File: src/rtl/core/lfr_pkg.sv
`timescale 1ns / 1ps
// ----------------------------------------------------------------------------
// LFU frame replacement package
// Request and response payload types and the command codes.
// ----------------------------------------------------------------------------
package lfr_pkg;

	localparam logic CMD_REFERENCE = 1'b0;
	localparam logic CMD_RELEASE   = 1'b1;

	typedef struct packed {
		logic       command;
		logic [7:0] process_id;
		logic [7:0] virtual_page;
	} lfr_req_t;

	typedef struct packed {
		logic       hit;
		logic [6:0] frame_index;
		logic       evicted;
		logic [7:0] evicted_owner;
		logic [7:0] evicted_page;
		logic [7:0] frames_released;
		logic [7:0] free_frames;
	} lfr_rsp_t;

endpackage

File: src/rtl/core/lfr_ram.sv
`timescale 1ns / 1ps
// ----------------------------------------------------------------------------
// Generic RAM
// One write port and one read port, read data registered.
// ----------------------------------------------------------------------------
module lfr_ram #(
	parameter int WIDTH = 8,
	parameter int DEPTH = 16
) (
	input  logic                     clk,
	input  logic                     wr_en,
	input  logic [$clog2(DEPTH)-1:0] wr_addr,
	input  logic [WIDTH-1:0]         wr_data,
	input  logic                     rd_en,
	input  logic [$clog2(DEPTH)-1:0] rd_addr,
	output logic [WIDTH-1:0]         rd_data
);

	logic [WIDTH-1:0] mem [DEPTH];

	always_ff @(posedge clk) begin
		if (wr_en) begin
			mem[wr_addr] <= wr_data;
		end
		if (rd_en) begin
			rd_data <= mem[rd_addr];
		end
	end

endmodule

File: src/rtl/core/lfu_frame_replacement.sv
`timescale 1ns / 1ps
// ----------------------------------------------------------------------------
// LFU frame replacement
// Frame table under least-frequently-used replacement, held in one RAM.
// ----------------------------------------------------------------------------
//
//  Channel   Handshake               Payload     Moves
//  -------   ---------------------   ---------   ------------------------------
//  request   req_valid / req_stall   lfr_req_t   reference or release command
//  response  rsp_valid / rsp_stall   lfr_rsp_t   one result per request
//
// Every request runs through the controller states in order: a sweep
// reads each frame entry once (one RAM read per cycle), a drain state
// empties the read pipeline, a commit state commits the result and the
// idle state takes the next request.
// After reset a clearing pass zeroes the table; requests are stalled
// during it. A stalled response holds in the output register; the commit
// state waits only when that register is still occupied.
//
module lfu_frame_replacement #(
	parameter int FRAMES     = 128,
	parameter int COUNT_BITS = 16
) (
	input  logic             clk,
	input  logic             arst_n,
	input  logic             req_valid,
	output logic             req_stall,
	input  lfr_pkg::lfr_req_t req,
	output logic             rsp_valid,
	input  logic             rsp_stall,
	output lfr_pkg::lfr_rsp_t rsp
);

	import lfr_pkg::*;

	// Address and count widths.
	localparam int AW = $clog2(FRAMES);
	localparam int CW = $clog2(FRAMES + 1);
	// Entry layout: {valid, owner, page, use count}.
	localparam int EW = 17 + COUNT_BITS;
	localparam logic [AW-1:0] LAST_ADDR = AW'(FRAMES - 1);
	localparam logic [COUNT_BITS-1:0] COUNT_MAX = {COUNT_BITS{1'b1}};

	// Controller states.
	localparam logic [2:0] ST_CLEAR  = 3'd0;
	localparam logic [2:0] ST_IDLE   = 3'd1;
	localparam logic [2:0] ST_SCAN   = 3'd2;
	localparam logic [2:0] ST_DRAIN  = 3'd3;
	localparam logic [2:0] ST_COMMIT = 3'd4;

	logic [2:0]    state_q;
	logic [AW-1:0] ptr_q;

	// The accepted request.
	logic       cmd_q;
	logic [7:0] pid_q;
	logic [7:0] vpg_q;

	// Read pipeline: entry data arrives in the cycle after its address.
	logic          rd_vld_s1;
	logic [AW-1:0] rd_idx_s1;
	logic [EW-1:0] rd_data;

	// Sweep results.
	logic                  found_q;
	logic [AW-1:0]         match_q;
	logic [COUNT_BITS-1:0] match_cnt_q;
	logic                  have_free_q;
	logic [AW-1:0]         free_idx_q;
	logic                  have_min_q;
	logic [COUNT_BITS-1:0] min_q;
	logic [AW-1:0]         victim_q;
	logic [7:0]            vic_own_q;
	logic [7:0]            vic_pg_q;
	logic [CW-1:0]         released_q;
	logic [CW-1:0]         free_total_q;

	// Response register.
	logic     rsp_valid_q;
	lfr_rsp_t rsp_q;
	lfr_rsp_t rsp_next;

	// RAM ports.
	logic          wr_en;
	logic [AW-1:0] wr_addr;
	logic [EW-1:0] wr_data;

	// Fields of the entry just read.
	logic                  ent_valid;
	logic [7:0]            ent_owner;
	logic [7:0]            ent_page;
	logic [COUNT_BITS-1:0] ent_count;
	logic                  owner_hit;
	logic                  release_hit;

	logic                  commit_go;
	logic [AW-1:0]         slot;
	logic [COUNT_BITS-1:0] slot_count;
	logic [CW-1:0]         free_next;
	logic [AW+6:0]         slot_ext;
	logic [CW+7:0]         released_ext;
	logic [CW+7:0]         free_ext;

	assign ent_valid = rd_data[EW-1];
	assign ent_owner = rd_data[EW-2 -: 8];
	assign ent_page  = rd_data[EW-10 -: 8];
	assign ent_count = rd_data[COUNT_BITS-1:0];

	assign owner_hit   = ent_valid && (ent_owner == pid_q);
	assign release_hit = rd_vld_s1 && (cmd_q == CMD_RELEASE) && owner_hit;

	// Requests enter only while the controller is idle.
	assign req_stall = (state_q != ST_IDLE);
	assign commit_go = (state_q == ST_COMMIT) && (!rsp_valid_q || !rsp_stall);

	lfr_ram #(
		.WIDTH (EW),
		.DEPTH (FRAMES)
	) u_ram (
		.clk     (clk),
		.wr_en   (wr_en),
		.wr_addr (wr_addr),
		.wr_data (wr_data),
		.rd_en   (state_q == ST_SCAN),
		.rd_addr (ptr_q),
		.rd_data (rd_data)
	);

	// Choose the frame a reference lands in: the match on a hit, else the
	// lowest free frame, else the least-used victim.
	always_comb begin
		if (found_q) begin
			slot       = match_q;
			slot_count = (match_cnt_q == COUNT_MAX) ? match_cnt_q
			                                        : match_cnt_q + COUNT_BITS'(1);
		end else if (have_free_q) begin
			slot       = free_idx_q;
			slot_count = COUNT_BITS'(1);
		end else begin
			slot       = victim_q;
			slot_count = COUNT_BITS'(1);
		end

		if (cmd_q == CMD_RELEASE) begin
			free_next = free_total_q + released_q;
		end else if (!found_q && have_free_q) begin
			free_next = free_total_q - CW'(1);
		end else begin
			free_next = free_total_q;
		end

		slot_ext     = {7'd0, slot};
		released_ext = {8'd0, released_q};
		free_ext     = {8'd0, free_next};
	end

	// Response payload. Fields that carry no meaning for the request stay zero.
	always_comb begin
		rsp_next             = '0;
		rsp_next.free_frames = free_ext[7:0];
		if (cmd_q == CMD_RELEASE) begin
			rsp_next.frames_released = released_ext[7:0];
		end else begin
			rsp_next.hit         = found_q;
			rsp_next.frame_index = slot_ext[6:0];
			if (!found_q && !have_free_q) begin
				rsp_next.evicted       = 1'b1;
				rsp_next.evicted_owner = vic_own_q;
				rsp_next.evicted_page  = vic_pg_q;
			end
		end
	end

	// Write port: the clearing pass, releases during the sweep, and the
	// commit of a reference are confined to distinct states.
	always_comb begin
		wr_en   = 1'b0;
		wr_addr = ptr_q;
		wr_data = '0;
		if (state_q == ST_CLEAR) begin
			wr_en = 1'b1;
		end else if (release_hit) begin
			// The sweep reads ahead of this address, so no collision.
			wr_en   = 1'b1;
			wr_addr = rd_idx_s1;
		end else if (commit_go && (cmd_q == CMD_REFERENCE)) begin
			wr_en   = 1'b1;
			wr_addr = slot;
			wr_data = {1'b1, pid_q, vpg_q, slot_count};
		end
	end

	// Controller.
	always_ff @(posedge clk or negedge arst_n) begin
		if (!arst_n) begin
			state_q      <= ST_CLEAR;
			ptr_q        <= '0;
			rd_vld_s1    <= 1'b0;
			free_total_q <= CW'(FRAMES);
			rsp_valid_q  <= 1'b0;
		end else begin
			rd_vld_s1 <= (state_q == ST_SCAN);
			if (commit_go) begin
				rsp_valid_q <= 1'b1;
			end else if (rsp_valid_q && !rsp_stall) begin
				rsp_valid_q <= 1'b0;
			end
			case (state_q)
				ST_CLEAR: begin
					if (ptr_q == LAST_ADDR) begin
						ptr_q   <= '0;
						state_q <= ST_IDLE;
					end else begin
						ptr_q <= ptr_q + AW'(1);
					end
				end
				ST_IDLE: begin
					ptr_q <= '0;
					if (req_valid) begin
						state_q <= ST_SCAN;
					end
				end
				ST_SCAN: begin
					if (ptr_q == LAST_ADDR) begin
						ptr_q   <= '0;
						state_q <= ST_DRAIN;
					end else begin
						ptr_q <= ptr_q + AW'(1);
					end
				end
				ST_DRAIN: begin
					state_q <= ST_COMMIT;
				end
				ST_COMMIT: begin
					if (commit_go) begin
						free_total_q <= free_next;
						state_q      <= ST_IDLE;
					end
				end
				default: begin
					state_q <= ST_IDLE;
				end
			endcase
		end
	end

	// Request capture, sweep trackers and response payload.
	always_ff @(posedge clk) begin
		if ((state_q == ST_IDLE) && req_valid) begin
			cmd_q       <= req.command;
			pid_q       <= req.process_id;
			vpg_q       <= req.virtual_page;
			found_q     <= 1'b0;
			have_free_q <= 1'b0;
			have_min_q  <= 1'b0;
			released_q  <= '0;
		end
		if (rd_vld_s1) begin
			if (ent_valid) begin
				if (!found_q && owner_hit && (ent_page == vpg_q)) begin
					found_q     <= 1'b1;
					match_q     <= rd_idx_s1;
					match_cnt_q <= ent_count;
				end
				if (!have_min_q || (ent_count < min_q)) begin
					have_min_q <= 1'b1;
					min_q      <= ent_count;
					victim_q   <= rd_idx_s1;
					vic_own_q  <= ent_owner;
					vic_pg_q   <= ent_page;
				end
			end else if (!have_free_q) begin
				have_free_q <= 1'b1;
				free_idx_q  <= rd_idx_s1;
			end
			if (release_hit) begin
				released_q <= released_q + CW'(1);
			end
		end
		rd_idx_s1 <= ptr_q;
		if (commit_go) begin
			rsp_q <= rsp_next;
		end
	end

	assign rsp_valid = rsp_valid_q;
	assign rsp       = rsp_q;

endmodule

File: config.mk
export PLATFORM = sky130hd
export DESIGN_NAME = lfu_frame_replacement
export DESIGN_NICKNAME = d
export VERILOG_FILES = /design/src/rtl/core/lfr_pkg.sv /design/src/rtl/core/lfr_ram.sv /design/src/rtl/core/lfu_frame_replacement.sv
export SDC_FILE = /design/constraint.sdc
export NUM_CORES = 2
export LEC_CHECK = 0
export ABC_AREA = 0
export BUFFER_PORTS_ARGS = -buffer_cell sky130_fd_sc_hd__buf_2
export CELL_PAD_IN_SITES_DETAIL_PLACEMENT = 1
export CELL_PAD_IN_SITES_GLOBAL_PLACEMENT = 1
export CORE_MARGIN = 3
export CORE_UTILIZATION = 30
export CTS_BUF_LIST = sky130_fd_sc_hd__clkbuf_8
export DETAILED_ROUTE_END_ITERATION = 10
export PLACE_DENSITY_LB_ADDON = 0.05
export SETUP_SLACK_MARGIN = 0.2
export SLEW_MARGIN = 5
export SYNTH_ARGS = -nofsm -noshare
export SYNTH_HDL_FRONTEND = slang
export SYNTH_MEMORY_MAX_BITS = 65536
export SYNTH_SLANG_ARGS = --single-unit
File: constraint.sdc
create_clock -name clk -period 8.8 [get_ports clk]
set_input_delay 1.76 -clock clk [delete_from_list [all_inputs] [get_ports clk]]
set_output_delay 1.76 -clock clk [all_outputs]
set_load 0.03 [all_outputs]
==> impl_metrics.json <==
{
  "status": "finished clean",
  "dp_hpwl_mm": 356,
  "viasPerCell": 5.03,
  "routabilityCongestion": 0.810,
  "skew_ns": 0.0874,
  "total_power_mw": 54.0,
  "critPathMaxFanout": 33,
  "crit_arrival_ns": 6.91,
  "fillers": 54215,
  "antenna_found_initial": 74,
  "cts_tree": "built",
  "initial_core_util_pct": 30.1,
  "wl_per_cell_um": 36.1,
  "slew_headroom_pct": 11.1,
  "post_dp_cell_area_um2": 181000,
  "ir_drop_mv": 0.191,
  "hold_path_class": "flip-flop to flip-flop",
  "ant_nets": 0,
  "die_height_um": 757,
  "coreArea_um2": 562000,
  "num_vias": 80431,
  "avgSynthCellArea_um2": 23.8,
  "track_usage_pct": 19.9,
  "setup_viol": 0,
  "dieArea_um2": 573000,
  "synth_seq_cells": 4422,
  "worst_pin_slew_ns": 1.32,
  "setup-tns-final_ns": 0,
  "synthMuxAreaShare_pct": 17.4,
  "nets": 7956,
  "critPathTopFamily": "simple AND/OR/NAND/NOR gates",
  "top_layer": "met5",
  "power.density_nw_per_um2": 277,
  "ios": 64,
  "drc": 0,
  "cts_buffer_depth": 4,
  "grt_pass1_vias": 86123,
  "ys_dominant_reg_cell": "edfxtp_1",
  "yosys.area_share.simple_pct": 1.34,
  "max_stage_delay_ns": 1.30,
  "drive_gt1_share_pct": 32.2,
  "post_cts_resized": 0,
  "ff2ff_setup_slack_ns": 2.77,
  "min_period_ns": 6.03,
  "grt_pass1_wl_mm": 779,
  "syn_to_final_growth_pct": 15.3,
  "synth-edff-count": 4384,
  "power.leakage_nw": 60.1,
  "route.met3.wl_mm": 25.0,
  "clock_latency_ns": 1.31,
  "max_clock_freq_mhz": 166,
  "synthCells": 7115,
  "post-cts-setup-buffer-count": 0,
  "synth_compound_area_share_pct": 1.49,
  "required_ns": 9.68,
  "reg2reg_depth": 7,
  "post-route-period-util_pct": 68.5,
  "final_cell_area_um2": 195000,
  "critPathKind": "flip-flop to flip-flop",
  "rows": 275,
  "rsz0062_at_grt": "no",
  "dr.pass1.iters": 5,
  "cts_inserted_buffers": 786,
  "ys_types": 74,
  "synth_top_family_by_area": "multiplexers",
  "crit_path_end_kind": "flip-flop",
  "met2_length_mm": 280,
  "clockRootBuffer": "clkbuf_8",
  "drt-total-wl_mm": 578,
  "maxCapViolCount": 0,
  "grt-ovfl-total": 0,
  "drt-initial-drc-count": 7931,
  "hold-path-cell-count": 0,
  "final_hold_viol_count": 0,
  "crit_path_cell_trace": "xnor2_1 -> nand4_1 -> or4_4 -> a21oi_2 -> mux2i_2 -> nand2_1 -> nor2_4",
  "final_common_cell": "edfxtp_1",
  "cp_num_buf_inv": 0,
  "yosys_warnings": 0,
  "r2r-start": "pid_q[7]$_DFFE_PP_",
  "synth-async-reset-ratio_pct": 0.452,
  "grt_max_degree": 113,
  "clkTransAtPathRegs_ns": 0.07,
  "io_buffers": 63,
  "start_kind": "flip-flop",
  "synth_xor_area_share_pct": 0.207,
  "syn-num-nets": 7163,
  "r2r_end": "u_ram.mem[20][25]$_DFFE_PP_",
  "yosysSeqAreaShare_pct": 78.3,
  "cts.sinks": 4422,
  "holdPathEnd": "rd_idx_s1[6]$_DFF_P_",
  "die_w_um": 757,
  "most-common-layout-cells": "4384 x edfxtp_1, 1227 x mux4_2, 798 x clkbuf_8",
  "synth.cell_area_um2": 169000,
  "cts_hold_buf": 0,
  "h-tree-depth": 6,
  "synthAdderAreaFrac_pct": 0.204,
  "wl_met1_mm": 260,
  "cp_slowest_cell": "nor2_4",
  "min_from": "ptr_q[6]$_DFFE_PN0P_",
  "slew_viol_final": 0
}
[worst max path at each step]
stage | start | endpoint | slack (ns) | cells past startpoint
2_1_floorplan | rsp_stall | u_ram.mem[0][13]$_DFFE_PP_ | 1.79 | 7
3_3_place_gp | rsp_stall | u_ram.mem[28][18]$_DFFE_PP_ | 2.19 | 11
3_5_place_dp | rsp_stall | u_ram.mem[113][31]$_DFFE_PP_ | 2.12 | 9
4_1_cts | pid_q[7]$_DFFE_PP_ | u_ram.mem[89][14]$_DFFE_PP_ | 2.75 | 8
5_1_grt | pid_q[7]$_DFFE_PP_ | u_ram.mem[89][14]$_DFFE_PP_ | 2.58 | 8
6_report | pid_q[7]$_DFFE_PP_ | u_ram.mem[20][25]$_DFFE_PP_ | 2.77 | 7
[power by group]
| part | internal, mW | total, mW | leakage [nW] | switching, mW |
|---|---|---|---|---|
| Clock | 8.52 | 17.3 | 8.12 | 8.74 |
| Sequential | 23.7 | 24.2 | 40.4 | 0.473 |
| Combinational | 4.50 | 12.6 | 11.5 | 8.08 |
[registers in the layout, indices dropped and copies added (netlist names), 16 cells and up]
register       flops
match_cnt_q       16
rsp               41
u_ram.rd_data     33
min_q             16
u_ram.mem       4224
[per-layer routing]
layer / track usage (%) / up-vias
met4: 4.46 / 4
met2: 32.9 / 2206
met3: 2.72 / 739
met1: 27.9 / 45049
met5: 0 / -
li1: - / 32433
[cells in the mapped netlist, drive strengths merged, types with 6 or more instances]
library cell  number  area share, %
edfxtp          4384             78
mux4            1227             16
buf              206           0.61
nor2             176           0.39
mux2i            164           0.97
clkbuf           161           0.36
a22oi             85           0.38
nand2             81           0.18
a21oi             78           0.23
and2              47           0.17
o221ai            46           0.25
o21ai             45           0.14
nor3              40           0.12
nand3             31           0.10
ha                26           0.19
inv               26          0.058
mux2              23           0.15
o22ai             22          0.081
xor2              21           0.11
dfrtp             19           0.28
xnor2             19          0.098
dfxtp             18           0.21
nor2b             18          0.067
a211oi            16          0.071
nand4             16          0.089
a21o              13          0.058
nand2b            13          0.052
a22o              12          0.062
a221oi             6          0.041
and3               6          0.022
[metrics by stage]
stage	std cells	setup slack, ns	util, %	hold WS (ns)
6_report	16004	2.77	34.8	0.381
2_1_floorplan	7115	1.79	-	0.342
5_1_grt	15980	2.58	34.8	0.365
3_3_place_gp	14596	2.19	32.3	0.375
4_1_cts	15974	2.75	34.7	0.266
3_5_place_dp	14598	2.12	32.3	0.373
[area by class of cell]
cell class                      instances  area [µm²]  area share [%]
Sequential cell                      4422      133000            67.9
Multi-Input combinational cell       2295       36200            18.5
Clock buffer                          798       11000            5.63
Tap cell                             7479        9360            4.79
Timing Repair Buffer                  372        3220            1.65
Clock inverter                        578        2720            1.39
Inverter                               31         121          0.0622
Antenna cell                           29        72.6          0.0372
[cell families after synthesis]
kind of cell | count (synthesis)
AO/OA/AOI/OAI | 355
XOR/XNOR | 40
adder cells (fa/ha/maj) | 27
buffers and inverters | 398
flip-flops | 4422
multiplexers | 1414
AND/OR/NAND/NOR | 459
(Power assumes the default switching activity.)
